**src/rtl/square_sine_tone_generator_defines.svh**
```systemverilog
// Assertion helpers shared by the tone generator RTL.
`ifndef SQUARE_SINE_TONE_GENERATOR_DEFINES_SVH
`define SQUARE_SINE_TONE_GENERATOR_DEFINES_SVH

// Check a property on every clock edge outside of reset.
`define SSTG_ASSERT(label, clk, rst_n, prop) \
  label: assert property (@(posedge clk) disable iff (!(rst_n)) (prop)) \
    else $error("sstg assertion failed");

// Check a property on every clock edge, reset included.
`define SSTG_ASSERT_ALWAYS(label, clk, prop) \
  label: assert property (@(posedge clk) (prop)) \
    else $error("sstg assertion failed");

`endif

```
**src/rtl/sstg_pkg.sv**
```systemverilog
package sstg_pkg;

  localparam int unsigned TICKS_PER_MS = 1000;
  localparam int unsigned SINE_STEPS   = 32;
  localparam int unsigned SUB_W        = $clog2(TICKS_PER_MS + 1);
  localparam int unsigned STEP_W       = $clog2(SINE_STEPS);

  // Divider geometry: 19-bit dividend, 16-bit divisor
  localparam int unsigned DVD_W     = 19;
  localparam int unsigned DVS_W     = 16;
  localparam int unsigned DIV_STEPS = DVD_W;
  localparam int unsigned DCNT_W    = $clog2(DIV_STEPS);

  // Event period numerators; (1000000/f)/32 equals 31250/f
  localparam logic [DVD_W-1:0] SQUARE_NUM = DVD_W'(500000);
  localparam logic [DVD_W-1:0] SINE_NUM   = DVD_W'(1000000 / 32);

  localparam logic [9:0] HIGH_LEVEL_RST = 10'd800;
  localparam logic [9:0] REST_SINE      = 10'd512;
  localparam logic [9:0] REST_SQUARE    = 10'd0;

  localparam logic OP_TICK  = 1'b0;
  localparam logic OP_START = 1'b1;

  typedef struct packed {
    logic        operation;
    logic [15:0] note_freq;
    logic [15:0] note_duration_ms;
    logic        sine_select;
  } in_t;

  typedef struct packed {
    logic [9:0] dac_value;
    logic       note_done;
    logic       busy_res;
  } out_t;

  typedef struct packed {
    logic busy;
    logic done;
  } div_stat_t;

  typedef enum logic {
    ST_IDLE,
    ST_DIV
  } sstg_state_e;

  function automatic logic [9:0] sine_value(input logic [STEP_W-1:0] idx);
    logic [9:0] v;
    unique case (idx)
      5'd0:  v = 10'd512;
      5'd1:  v = 10'd612;
      5'd2:  v = 10'd707;
      5'd3:  v = 10'd792;
      5'd4:  v = 10'd863;
      5'd5:  v = 10'd917;
      5'd6:  v = 10'd953;
      5'd7:  v = 10'd970;
      5'd8:  v = 10'd970;
      5'd9:  v = 10'd953;
      5'd10: v = 10'd917;
      5'd11: v = 10'd863;
      5'd12: v = 10'd792;
      5'd13: v = 10'd707;
      5'd14: v = 10'd612;
      5'd15: v = 10'd512;
      5'd16: v = 10'd412;
      5'd17: v = 10'd317;
      5'd18: v = 10'd232;
      5'd19: v = 10'd161;
      5'd20: v = 10'd107;
      5'd21: v = 10'd71;
      5'd22: v = 10'd54;
      5'd23: v = 10'd37;
      5'd24: v = 10'd37;
      5'd25: v = 10'd54;
      5'd26: v = 10'd71;
      5'd27: v = 10'd107;
      5'd28: v = 10'd161;
      5'd29: v = 10'd232;
      5'd30: v = 10'd317;
      default: v = 10'd412;
    endcase
    return v;
  endfunction

endpackage

```
**src/rtl/sstg_div.sv**
```systemverilog
module sstg_div
  import sstg_pkg::*;
(
  input  logic             clk_i,
  input  logic             rst_ni,
  input  logic             start_i,
  input  logic [DVD_W-1:0] dividend_i,
  input  logic [DVS_W-1:0] divisor_i,
  output div_stat_t        stat_o,
  output logic [DVD_W-1:0] quotient_o
);

  logic              busy_q, busy_d;
  logic              done_q, done_d;
  logic [DCNT_W-1:0] cnt_q, cnt_d;
  logic [DVS_W-1:0]  rem_q, rem_d;
  logic [DVD_W-1:0]  dvd_q, dvd_d;
  logic [DVS_W-1:0]  dvs_q, dvs_d;

  logic [DVS_W:0]    shifted;
  logic [DVS_W:0]    diff;
  logic              ge;

  // One restoring step: shift in the next dividend bit, subtract if it fits
  assign shifted = {rem_q, dvd_q[DVD_W-1]};
  assign diff    = shifted - {1'b0, dvs_q};
  assign ge      = shifted >= {1'b0, dvs_q};

  always_comb begin
    busy_d = busy_q;
    done_d = 1'b0;
    cnt_d  = cnt_q;
    rem_d  = rem_q;
    dvd_d  = dvd_q;
    dvs_d  = dvs_q;
    if (start_i) begin
      busy_d = 1'b1;
      cnt_d  = '0;
      rem_d  = '0;
      dvd_d  = dividend_i;
      dvs_d  = divisor_i;
    end else if (busy_q) begin
      rem_d = ge ? diff[DVS_W-1:0] : shifted[DVS_W-1:0];
      dvd_d = {dvd_q[DVD_W-2:0], ge};
      cnt_d = cnt_q + 1'b1;
      if (cnt_q == DCNT_W'(DIV_STEPS - 1)) begin
        busy_d = 1'b0;
        done_d = 1'b1;
      end
    end
  end

  always_ff @(posedge clk_i or negedge rst_ni) begin
    if (!rst_ni) begin
      busy_q <= 1'b0;
      done_q <= 1'b0;
      cnt_q  <= '0;
    end else begin
      busy_q <= busy_d;
      done_q <= done_d;
      cnt_q  <= cnt_d;
    end
  end

  always_ff @(posedge clk_i) begin
    rem_q <= rem_d;
    dvd_q <= dvd_d;
    dvs_q <= dvs_d;
  end

  assign stat_o.busy = busy_q;
  assign stat_o.done = done_q;
  assign quotient_o  = dvd_q;

endmodule

```
**src/rtl/square_sine_tone_generator.sv**
```systemverilog
// Square and sine tone generator for a 10-bit DAC.
// Input channel (in_valid_i/in_ready_o, in_data_i): each transfer is either a
// one microsecond tick or a start-note command (frequency, duration in ms,
// square or sine mode). Every input transfer yields exactly one result on the
// output channel (out_valid_o/out_ready_i, out_data_o): the DAC code after the
// item, a note-done flag and a busy flag.
// A tick, or a start with frequency 0, needs no divider: its result is
// registered at the accepting edge, so one such item per cycle is sustained
// while the receiver takes each result. A start with a nonzero frequency runs
// the event period through a shared restoring divider, one quotient bit per
// cycle over 19 bits; no input is taken until the divider finishes and its
// result is registered.
// The output register holds one result; while the receiver stalls with a
// result pending the block takes no new input.
// cfg_we_i/cfg_data_i write the square high level; write only while idle.
// Reset clears all tone state: DAC at 0, no note running, high level 800.
module square_sine_tone_generator
  import sstg_pkg::*;
(
  input  logic       clk_i,
  input  logic       rst_ni,
  input  logic       in_valid_i,
  output logic       in_ready_o,
  input  in_t        in_data_i,
  output logic       out_valid_o,
  input  logic       out_ready_i,
  output out_t       out_data_o,
  input  logic       cfg_we_i,
  input  logic [9:0] cfg_data_i
);

`include "square_sine_tone_generator_defines.svh"

  sstg_state_e       state_q, state_d;

  logic [9:0]        high_level_q;
  logic [DVD_W-1:0]  half_period_q, half_period_d;
  logic [DVD_W-1:0]  period_count_q, period_count_d;
  logic [SUB_W-1:0]  sub_ms_q, sub_ms_d;
  logic [15:0]       remaining_q, remaining_d;
  logic [STEP_W-1:0] sine_step_q, sine_step_d;
  logic              square_phase_q, square_phase_d;
  logic              tone_active_q, tone_active_d;
  logic              sine_active_q, sine_active_d;
  logic [9:0]        dac_q, dac_d;
  logic              done_pend_q, done_pend_d;

  logic              out_valid_q, out_valid_d;
  out_t              out_q, out_d;

  logic              in_xfer;
  logic              is_start;
  logic              need_div;
  logic              div_start;
  div_stat_t         div_stat;
  logic [DVD_W-1:0]  quotient;

  logic [DVD_W:0]    pc_inc;
  logic [SUB_W:0]    sub_inc;
  logic              done_now;

  assign is_start = in_data_i.operation == OP_START;
  assign need_div = is_start && (in_data_i.note_freq != '0);
  assign in_xfer  = in_valid_i && in_ready_o;

  // Shared period divider
  sstg_div u_div (
    .clk_i      (clk_i),
    .rst_ni     (rst_ni),
    .start_i    (div_start),
    .dividend_i (in_data_i.sine_select ? SINE_NUM : SQUARE_NUM),
    .divisor_i  (in_data_i.note_freq),
    .stat_o     (div_stat),
    .quotient_o (quotient)
  );

  // Sequencer: accept when idle and the output slot frees up
  always_comb begin
    state_d    = state_q;
    in_ready_o = 1'b0;
    div_start  = 1'b0;
    unique case (state_q)
      ST_IDLE: begin
        in_ready_o = !out_valid_q || out_ready_i;
        if (in_xfer && need_div) begin
          div_start = 1'b1;
          state_d   = ST_DIV;
        end
      end
      ST_DIV: begin
        if (div_stat.done) begin
          state_d = ST_IDLE;
        end
      end
      default: state_d = ST_IDLE;
    endcase
  end

  assign pc_inc  = {1'b0, period_count_q} + 1'b1;
  assign sub_inc = {1'b0, sub_ms_q} + 1'b1;

  // Tone state update for ticks and starts
  always_comb begin
    half_period_d  = half_period_q;
    period_count_d = period_count_q;
    sub_ms_d       = sub_ms_q;
    remaining_d    = remaining_q;
    sine_step_d    = sine_step_q;
    square_phase_d = square_phase_q;
    tone_active_d  = tone_active_q;
    sine_active_d  = sine_active_q;
    dac_d          = dac_q;
    done_pend_d    = done_pend_q;
    done_now       = 1'b0;

    if (in_xfer && is_start) begin
      sine_active_d  = in_data_i.sine_select;
      remaining_d    = in_data_i.note_duration_ms;
      sub_ms_d       = '0;
      period_count_d = '0;
      if (need_div) begin
        square_phase_d = 1'b0;
        sine_step_d    = '0;
        tone_active_d  = 1'b1;
      end else begin
        tone_active_d = 1'b0;
        dac_d         = in_data_i.sine_select ? REST_SINE : REST_SQUARE;
      end
      if (in_data_i.note_duration_ms == '0) begin
        tone_active_d = 1'b0;
        dac_d         = in_data_i.sine_select ? REST_SINE : REST_SQUARE;
        done_now      = 1'b1;
      end
      done_pend_d = done_now;
    end else if (in_xfer) begin
      // Advance the waveform event counter
      if (tone_active_q) begin
        if (pc_inc >= {1'b0, half_period_q}) begin
          period_count_d = '0;
          if (sine_active_q) begin
            dac_d       = sine_value(sine_step_q);
            sine_step_d = sine_step_q + 1'b1;
          end else if (!square_phase_q) begin
            dac_d          = high_level_q;
            square_phase_d = 1'b1;
          end else begin
            dac_d          = REST_SQUARE;
            square_phase_d = 1'b0;
          end
        end else begin
          period_count_d = pc_inc[DVD_W-1:0];
        end
      end
      // Advance the millisecond divider and count the duration down
      if (remaining_q != '0) begin
        if (sub_inc >= (SUB_W + 1)'(TICKS_PER_MS)) begin
          sub_ms_d    = '0;
          remaining_d = remaining_q - 1'b1;
          if (remaining_q == 16'd1) begin
            tone_active_d = 1'b0;
            dac_d         = sine_active_q ? REST_SINE : REST_SQUARE;
            done_now      = 1'b1;
          end
        end else begin
          sub_ms_d = sub_inc[SUB_W-1:0];
        end
      end
    end

    // Load the event period once the divider finishes
    if (div_stat.done) begin
      half_period_d = (quotient == '0) ? DVD_W'(1) : quotient;
    end
  end

  // Output register
  always_comb begin
    out_valid_d = out_valid_q;
    out_d       = out_q;
    if (out_valid_q && out_ready_i) begin
      out_valid_d = 1'b0;
    end
    if (in_xfer && !need_div) begin
      out_valid_d     = 1'b1;
      out_d.dac_value = dac_d;
      out_d.note_done = done_now;
      out_d.busy_res  = remaining_d != '0;
    end else if (div_stat.done) begin
      out_valid_d     = 1'b1;
      out_d.dac_value = dac_q;
      out_d.note_done = done_pend_q;
      out_d.busy_res  = remaining_q != '0;
    end
  end

  always_ff @(posedge clk_i or negedge rst_ni) begin
    if (!rst_ni) begin
      state_q        <= ST_IDLE;
      high_level_q   <= HIGH_LEVEL_RST;
      half_period_q  <= DVD_W'(1);
      period_count_q <= '0;
      sub_ms_q       <= '0;
      remaining_q    <= '0;
      sine_step_q    <= '0;
      square_phase_q <= 1'b0;
      tone_active_q  <= 1'b0;
      sine_active_q  <= 1'b0;
      dac_q          <= '0;
      done_pend_q    <= 1'b0;
      out_valid_q    <= 1'b0;
    end else begin
      state_q        <= state_d;
      if (cfg_we_i) begin
        high_level_q <= cfg_data_i;
      end
      half_period_q  <= half_period_d;
      period_count_q <= period_count_d;
      sub_ms_q       <= sub_ms_d;
      remaining_q    <= remaining_d;
      sine_step_q    <= sine_step_d;
      square_phase_q <= square_phase_d;
      tone_active_q  <= tone_active_d;
      sine_active_q  <= sine_active_d;
      dac_q          <= dac_d;
      done_pend_q    <= done_pend_d;
      out_valid_q    <= out_valid_d;
    end
  end

  always_ff @(posedge clk_i) begin
    out_q <= out_d;
  end

  assign out_valid_o = out_valid_q;
  assign out_data_o  = out_q;

  // Checks
  `SSTG_ASSERT(a_no_accept_in_div, clk_i, rst_ni, (state_q == ST_DIV) |-> !in_ready_o)
  `SSTG_ASSERT(a_done_only_in_div, clk_i, rst_ni, div_stat.done |-> (state_q == ST_DIV))
  `SSTG_ASSERT(a_div_slot_free, clk_i, rst_ni, (state_q == ST_DIV) |-> !out_valid_q)
  `SSTG_ASSERT_ALWAYS(a_period_nonzero, clk_i, !rst_ni || (half_period_q != '0))

endmodule
```
**config.mk**
```make
export PLATFORM = sky130hd
export DESIGN_NAME = square_sine_tone_generator
export DESIGN_NICKNAME = d
export VERILOG_FILES = /design/src/rtl/sstg_pkg.sv /design/src/rtl/sstg_div.sv /design/src/rtl/square_sine_tone_generator.sv
export VERILOG_INCLUDE_DIRS = /design/src /design/src/rtl
export SDC_FILE = /design/constraint.sdc
export NUM_CORES = 1
export LEC_CHECK = 0
export ABC_AREA = 1
export BUFFER_PORTS_ARGS = -buffer_cell sky130_fd_sc_hd__buf_2
export CORE_UTILIZATION = 55
export DETAILED_ROUTE_END_ITERATION = 8
export PLACE_DENSITY = 0.82
export SETUP_SLACK_MARGIN = 0.4
export SYNTH_ARGS = -nofsm -noshare
export SYNTH_HDL_FRONTEND = slang
export SYNTH_HIERARCHICAL = 1
export SYNTH_SLANG_ARGS = --single-unit
export TNS_END_PERCENT = 1
```
**constraint.sdc**
```tcl
create_clock -name clk_i -period 4.19 [get_ports clk_i]
set_clock_uncertainty 0.2 [all_clocks]
set_input_delay 0.419 -clock clk_i [delete_from_list [all_inputs] [get_ports clk_i]]
set_output_delay 0.419 -clock clk_i [all_outputs]
set_load 0.01 [all_outputs]
```
After elaboration in Yosys (flattened, before gate mapping)
Memories as Yosys holds them, arrays and structs flattened. Cells that the tools add are included.

Add/subtract/negate cells: 6. Equality and inequality tests: 4. Muxes and demuxes: 74. Bitwise gates (word level): 1. $lt $le $gt $ge: 3. Reduce and logical (&&, ||, !) cells: 29.

Operators by type and width (count): $mux W10 (17); $mux W19 (8); $mux W16 (5); $reduce_bool A16 Y1 (3); $mux W5 (8); $mux W1 (33); $mux W12 (2); $add A19 B1 Y20 const B (1); $ge A20 B19 Y1 (1); $logic_not A19 Y1 (1); $reduce_bool A2 Y1 (9); $ge A17 B16 Y1 (1); $eq A16 B1 Y1 const B (1); $logic_not A16 Y1 (1); $sub A16 B1 Y16 const B (1); $sub A16 B16 Y16 (1); $add A10 B1 Y11 const B (1); $ge A11 B10 Y1 const B (1); $add A5 B1 Y5 const B (2); $reduce_and A5 Y1 (2); $logic_and A1 B1 Y1 (6); $eq A5 B5 Y1 const B (1); $reduce_and A2 Y1 (2); $reduce_and A4 Y1 (1); 7 further kinds (8).

Memories kept: 1. ROM bits: 320. Word-level logic and storage cells: 140. Bits in registers: 165. Bits of input ports: 49.

Memory list: (name not given) (words 32, width 10, read ports 1, clocked after memory_dff 0, write ports 0, line sstg_pkg.sv:50) `unique case (idx)`.

Logic depth before layout (Yosys ltp)
Gate-level depths: netlist (run 1).

Depth after elaboration: 10. Depth in mapped cells: 29.

Hierarchy
Netlist (run 1), hierarchy kept.

Modules (own cells, without submodules): square_sine_tone_generator (cells each 955, times used 1, area each 6915.4 µm², seq. area each 2742.6 µm²); sstg_div (cells each 460, times used 1, area each 3595.9 µm², seq. area each 1546.5 µm²).

Worst setup path after synthesis (run 1)
No wires, ideal clock.

Path type: register -> register. From: register period_count_q[1]. To: register out_q, in the netlist out_data_o[10] (data pin). Path slack: 803 ps. Data required time: 3738 ps. Data arrival time: 2935 ps. Library setup time: 252 ps. Stages on the path, launching flop included: 28. Buffers on the path: 1. Path through: dfrtp_1 > ha_1 > nand2_1 > nor2_1 > nand3_1 > nor2_1 > nand2_1 > nor2_1 > nand2_1 > nor3_2 > xor2_1 > inv_1 > ha_1 > nand2_1 > nor2_1 > a211oi_1 > o211ai_1 > inv_1 > nand2_2 > nand2_4 > inv_2 > buf_6 > nor2_1 > nor2_1 > nand2_1 > nand2_2 > nand2_1 > nand2_1.

RTL lines: from (decl) (line square_sine_tone_generator.sv:38) `logic [DVD_W-1:0] period_count_q, period_count_d;`; from (signal assigned) (line square_sine_tone_generator.sv:217) `period_count_q <= period_count_d;`; to (signal assigned) (line square_sine_tone_generator.sv:231) `out_q <= out_d;`; to (decl) (line square_sine_tone_generator.sv:49) `out_t out_q, out_d;`.

==> results_dict.tcl, run 1 <==
set metrics [dict create \
    layout_common_cells "nand2_1 (426), inv_1 (211), dfrtp_1 (98)" \
    p_sw_frac 0.452 \
    synthCells 1414 \
    status "complete, no violations" \
    clkSinkCount 165 \
    cts_buffers 17 \
    synth.avg_cell_area_um2 7.43 \
    vias 9677 \
    cts_root_buf "clkbuf_16" \
    critPathArrivalTime_ns 3.85 \
    crit_type "reg2reg" \
    hold_viol_final 0 \
    max_clock_freq_mhz 259 \
    power.density_nw_per_um2 690 \
    power_w 0.00826 \
    row_count 50 \
    antenna_found_initial 0 \
    route.detailed.drc 0 \
    avgRoutedWirePerCell_um 15.1 \
    cts_buffer_depth 2 \
    area_delta_synth_final_pct 14.1 \
    layout_min_cycle_time_ns 3.87 \
    ys_warn_count 6 \
    grt_max_degree 66 \
    netlist_area_um2 10500 \
    final_common_cell "nand2_1" \
    post-route-period-util 0.923 \
    worstPathRequired_ns 4.18 \
    tightest_slew_ns 0.950 \
    reg2reg_from "period_count_q[0]" \
    p_int_w 0.00453 \
    gp_congestion 0.896 \
    cts_max_level 4 \
    pwr-share-seq 0.344 \
    viasPerCell 5.53 \
    final_antenna_net_count 0 \
    numPortBuffers 62 \
    hpwlAfterDp_um 18000 \
    io_pins 63 \
    final_core_util 0.641 \
    relSlewSlack 0.367 \
    grt_pass1_wl_um 42800 \
    die_area_um2 19700 \
    die_x_um 140 \
    die_h_um 140 \
    r2r_setup_slack_ns 0.32 \
    first_pass_iters 7 \
    dpl.cell_count 1685 \
    cts_tree "yes" \
    reg2reg_depth 26 \
    cp-end-kind "flop" \
    cap_viol_max_count 0 \
    finalSetupViolCount 0 \
    tns_ns 0 \
    layout-drive-gt1-share 0.147 \
    insertion_delay_ns 0.43 \
    ir_worst_vdd_mv 0.362 \
    grt_pass1_vias 9169 \
    rsz0062_at_grt "yes" \
    startpoint_type "flop" \
    reg2reg_to "out_data_o[5]" \
    final_max_slew_viol_count 0 \
    p_comb_frac 0.482 \
    power.share.clock 0.174 \
    fill_cells 1553 \
    drt-initial-drc-count 960 \
    endpoint "out_data_o[5]" \
    initial_core_util 0.562 \
    hp-class "in2reg" \
    nets 1600 \
    antenna_cells 0 \
    path_clk_slew_ns 0.07 \
    switchingPower_w 0.00373 \
    leakage_nw 6.06 \
    overflow 0 \
    core_area_um2 18700 \
    crit_fanout 12 \
    grtUsageTotal 0.272 \
    wl_um 26500 \
    startpoint "period_count_q[0]" \
    stdcell_count 1749 \
]
==> metrics by stage <==
stage                     setup WS (ns)  cell area [um2]  hold slack (ns)
after floorplan                   0.803            10500          -0.0766
after detailed placement          0.371            11000            0.258
final                             0.324            12000           0.0108
after global routing              0.132            12000           0.0103
after CTS                         0.400            11700          0.00447
after global placement            0.535            11000            0.255
==> flip-flops by register name, indices dropped and copies added (netlist names), 5 cells and up <==
register,cells
dac_q,10
half_period_q,19
high_level_q,10
out_data_o,12
period_count_q,19
remaining_q,16
sine_step_q,5
sub_ms_q,10
u_div/cnt_q,5
u_div/dvs_q,16
u_div/quotient_o,19
u_div/rem_q,16
==> power by group through the flow <==
stage | Combinational [W] | Sequential, W | Clock (W)
6_report | 0.00398 | 0.00284 | 0.00144
5_1_grt | 0.00447 | 0.00292 | 0.00152
4_1_cts | 0.00378 | 0.00281 | 0.00145
3_5_place_dp | 0.00363 | 0.00283 | 0
3_3_place_gp | 0.00349 | 0.00282 | 0
2_1_floorplan | 0.00297 | 0.00265 | 0
==> final cells by class <==
class | count | area, um2 | share of cell area
multi-input combinational | 989 | 5330 | 0.445
sequential | 165 | 4290 | 0.358
clock buffer | 18 | 429 | 0.0358
inverter | 226 | 860 | 0.0717
tap | 234 | 293 | 0.0244
clock inverter | 14 | 100 | 0.00835
timing repair buffer | 103 | 683 | 0.0570
==> worst min-delay path by stage <==
| stage | start | end | slack, ns | cells past startpoint |
|---|---|---|---|---|
| final | cfg_data_i[8] | high_level_q[8] | 0.01 | 3 |
| after global routing | in_data_i[17] | u_div/dvs_q[0] | 0.01 | 1 |
| after CTS | cfg_data_i[8] | high_level_q[8] | 0.004 | 3 |
| after detailed placement | u_div/rem_q[5] | u_div/rem_q[5] | 0.26 | 2 |
| after global placement | u_div/rem_q[8] | u_div/rem_q[8] | 0.26 | 2 |
| after floorplan | rst_ni | dac_q[0] | -0.08 | 0 |
==> critical path: stages, from the launching register on <==
cell	delay, ns
dfrtp_1	0.42
ha_4	0.19
nand2_4	0.06
nor2_4	0.13
nand3_2	0.09
nor2_2	0.16
nand2_2	0.09
nor2_4	0.15
nand2_4	0.08
nor3_4	0.19
buf_4	0.16
nand3_2	0.09
xor2_2	0.18
ha_1	0.20
a21o_1	0.16
a21oi_2	0.14
o211ai_1	0.10
inv_1	0.07
nand2_2	0.11
nand2_4	0.17
inv_6	0.08
nor2_1	0.09
nor2_1	0.04
nand2_1	0.07
nand2_1	0.06
nand2_1	0.07
nand2_1	0.05
==> per-layer routing <==
layer | vias up | GRT usage | share of wire
met3 | 70 | 0.0410 | 0.059
li1 | 4708 | - | -
met5 | - | 0 | 0
met1 | 4519 | 0.349 | 0.42
met4 | 0 | 0.104 | 0.031
met2 | 380 | 0.464 | 0.49
==> what timing repair did <==
action,in CTS,in global routing
endpoints found under the setup margin,24,43
hold buffers,17,0
gates resized for setup,7,36
hold endpoints to repair,77,0
gates cloned,1,0
buffers inserted,2,12
pin swaps,3,23
No activity file was read; power rests on OpenSTA's default activity.
==> run 2: changes to the inputs <==
Settings changed: CTS_CLUSTER_SIZE set to 24, REMOVE_ABC_BUFFERS set to 1.
==> results_dict.tcl, run 2 (synthesized netlist as in run 1, its figures left out) <==
set metrics [dict create \
    status "complete, no violations" \
    final_area_um2 11900 \
    die_area_um2 19700 \
    avgRoutedWirePerCell_um 14.8 \
    antenna_found_initial 0 \
    multi_input_area_um2 5230 \
    cts_root_buf "clkbuf_16" \
    vias 9553 \
    clkSinkCount 165 \
    layout_setup_ws_ns 0.526 \
    cts_buffer_depth 2 \
    worstPathRequired_ns 4.29 \
    finalSetupViolCount 0 \
    max_clock_freq_mhz 273 \
    gp_congestion 0.948 \
    hold_viol_final 0 \
    critPathArrivalTime_ns 3.76 \
    die_x_um 140 \
    dp_slack_ns 0.394 \
    ir_worst_vdd_mv 0.379 \
    path_clk_slew_ns 0.07 \
    fill_cells 1497 \
    layout-drive-gt1-share 0.131 \
    post-route-period-util 0.875 \
    path_cells "ha_2, nand2_1, nor2_4, nand3_2, nor2_1, nand2_1, nor2_2, nand2_2, nor3_4, nand3_2, xor2_2, ha_1, nand3_1, inv_1, nand2_1, nor2_1, nand2_1, nand2_2, inv_1, nand2_4, buf_12, clkinvlp_4, nand3_1, o21ai_0" \
    power.density_nw_per_um2 705 \
    crit_type "reg2reg" \
    crit_path_frequent_cell "nand2_1" \
    critPathBufInv 4 \
    overflow 0 \
    nets 1593 \
    viasPerCell 5.48 \
    route.detailed.drc 0 \
    cts_buffers 17 \
    wl_um 25700 \
    hpwlAfterDp_um 18000 \
    area_delta_synth_final_pct 13.6 \
    crit_family "simple AND/OR/NAND/NOR gates" \
    core_area_um2 18700 \
    io_pins 63 \
    cap_viol_max_count 0 \
    cts_max_level 4 \
    crit_fanout 8 \
    hp-class "in2reg" \
    first_pass_iters 7 \
    numPortBuffers 62 \
    final_max_slew_viol_count 0 \
    grt_pass1_vias 8849 \
    die_h_um 140 \
    final_common_cell "nand2_1" \
    insertion_delay_ns 0.43 \
    cp-end-kind "flop" \
    ff_latch_area_um2 4290 \
    startpoint_type "flop" \
    grtUsageTotal 0.269 \
    tightest_slew_ns 1.12 \
    initial_core_util 0.562 \
    cp_slowest_stage_delay_ns 0.38 \
    antenna_cells 0 \
    row_count 50 \
    cts_tree "yes" \
    layout_min_cycle_time_ns 3.66 \
    layout_common_cells "nand2_1 (431), inv_1 (211), nand3_1 (98), dfrtp_1 (98), o21ai_0 (82)" \
    place_area_um2 11000 \
    leakage_nw 6.03 \
    relSlewSlack 0.254 \
    grt_pass1_wl_um 42300 \
    power_w 0.00842 \
    final_antenna_net_count 0 \
    grt_max_degree 42 \
    crit_slowest_cell "dfrtp_1" \
    rsz0062_at_grt "yes" \
    drt-initial-drc-count 770 \
]
run 2: changes by cell type in the layout (fill, tap and decap cells not counted), moves of 3 or more:
| cell | delta |
|---|---|
| bufinv_16 | +4 |
| nand2_1 | +5 |
| inv_6 | -4 |
| nand3_1 | +4 |
| dlygate4sd3_1 | +4 |
| buf_4 | -11 |
| nand2_2 | -3 |
| clkinv_2 | +3 |
| nand3_2 | -3 |
run 2: tightest hold or removal path, delay by kind of cell:
| kind | cells | cell delay (ns) |
|---|---|---|
| buffers and inverters | 1 | 0.08 |
| AOI/OAI and AO/OA | 1 | 0.06 |
| and+or+nand+nor | 1 | 0.04 |
run 2: stage by stage:
stage / TNS [ns] / hold WS (ns) / utilization / instances
after floorplan: -0.255 / -0.0766 / - / 1379
after global placement: 0 / 0.171 / 0.587 / 1684
after detailed placement: 0 / 0.170 / 0.587 / 1684
after CTS: 0 / 0.00651 / 0.631 / 1737
after global routing: 0 / 0.0200 / 0.638 / 1742
final: 0 / 0.0127 / 0.638 / 1742
run 2: final timing paths:
path / end / from / depth (start not counted) / slack [ns]
min in group asynchronous: half_period_q[4] / rst_ni / 2 / 0.31
max reg2reg: period_count_q[3] / period_count_q[0] / 24 / 0.53
min reg2reg: u_div/rem_q[4] / u_div/rem_q[4] / 2 / 0.28
min: high_level_q[7] / cfg_data_i[7] / 3 / 0.01
max in group asynchronous: high_level_q[8] / rst_ni / 3 / 2.62
max: period_count_q[3] / period_count_q[0] / 24 / 0.53
run 2: routing by layer:
metal / vias up / GRT usage / share of wire
met2: 324 / 0.450 / 0.48
met3: 31 / 0.0393 / 0.055
li1: 4693 / - / -
met4: 0 / 0.0735 / 0.013
met5: - / 0 / 0
met1: 4505 / 0.366 / 0.45
run 2: repair_timing:
action / CTS / global route
cloned: 0 / 2
endpoints found under the hold margin: 45 / 0
hold buffers: 21 / 0
setup endpoints to repair: 10 / 41
pin swaps: 0 / 11
resized for setup: 0 / 22
buffers inserted: 0 / 3
run 2: power by group:
| group | switching [W] | internal, W |
|---|---|---|
| Combinational | 0.00251 | 0.00139 |
| Clock | 0.000674 | 0.000998 |
| Sequential | 0.000534 | 0.00231 |
| Total | 0.00371 | 0.00470 |
run 2: final cells by class:
| cell class | instances | share of cell area |
|---|---|---|
| Multi-Input combinational cell | 989 | 0.439 |
| Sequential cell | 165 | 0.359 |
| Inverter | 226 | 0.0720 |
| Timing Repair Buffer | 95 | 0.0535 |
| Clock buffer | 19 | 0.0363 |
| Tap cell | 234 | 0.0245 |
| Clock inverter | 13 | 0.0152 |
| Timing Repair inverter | 1 | 0.000629 |
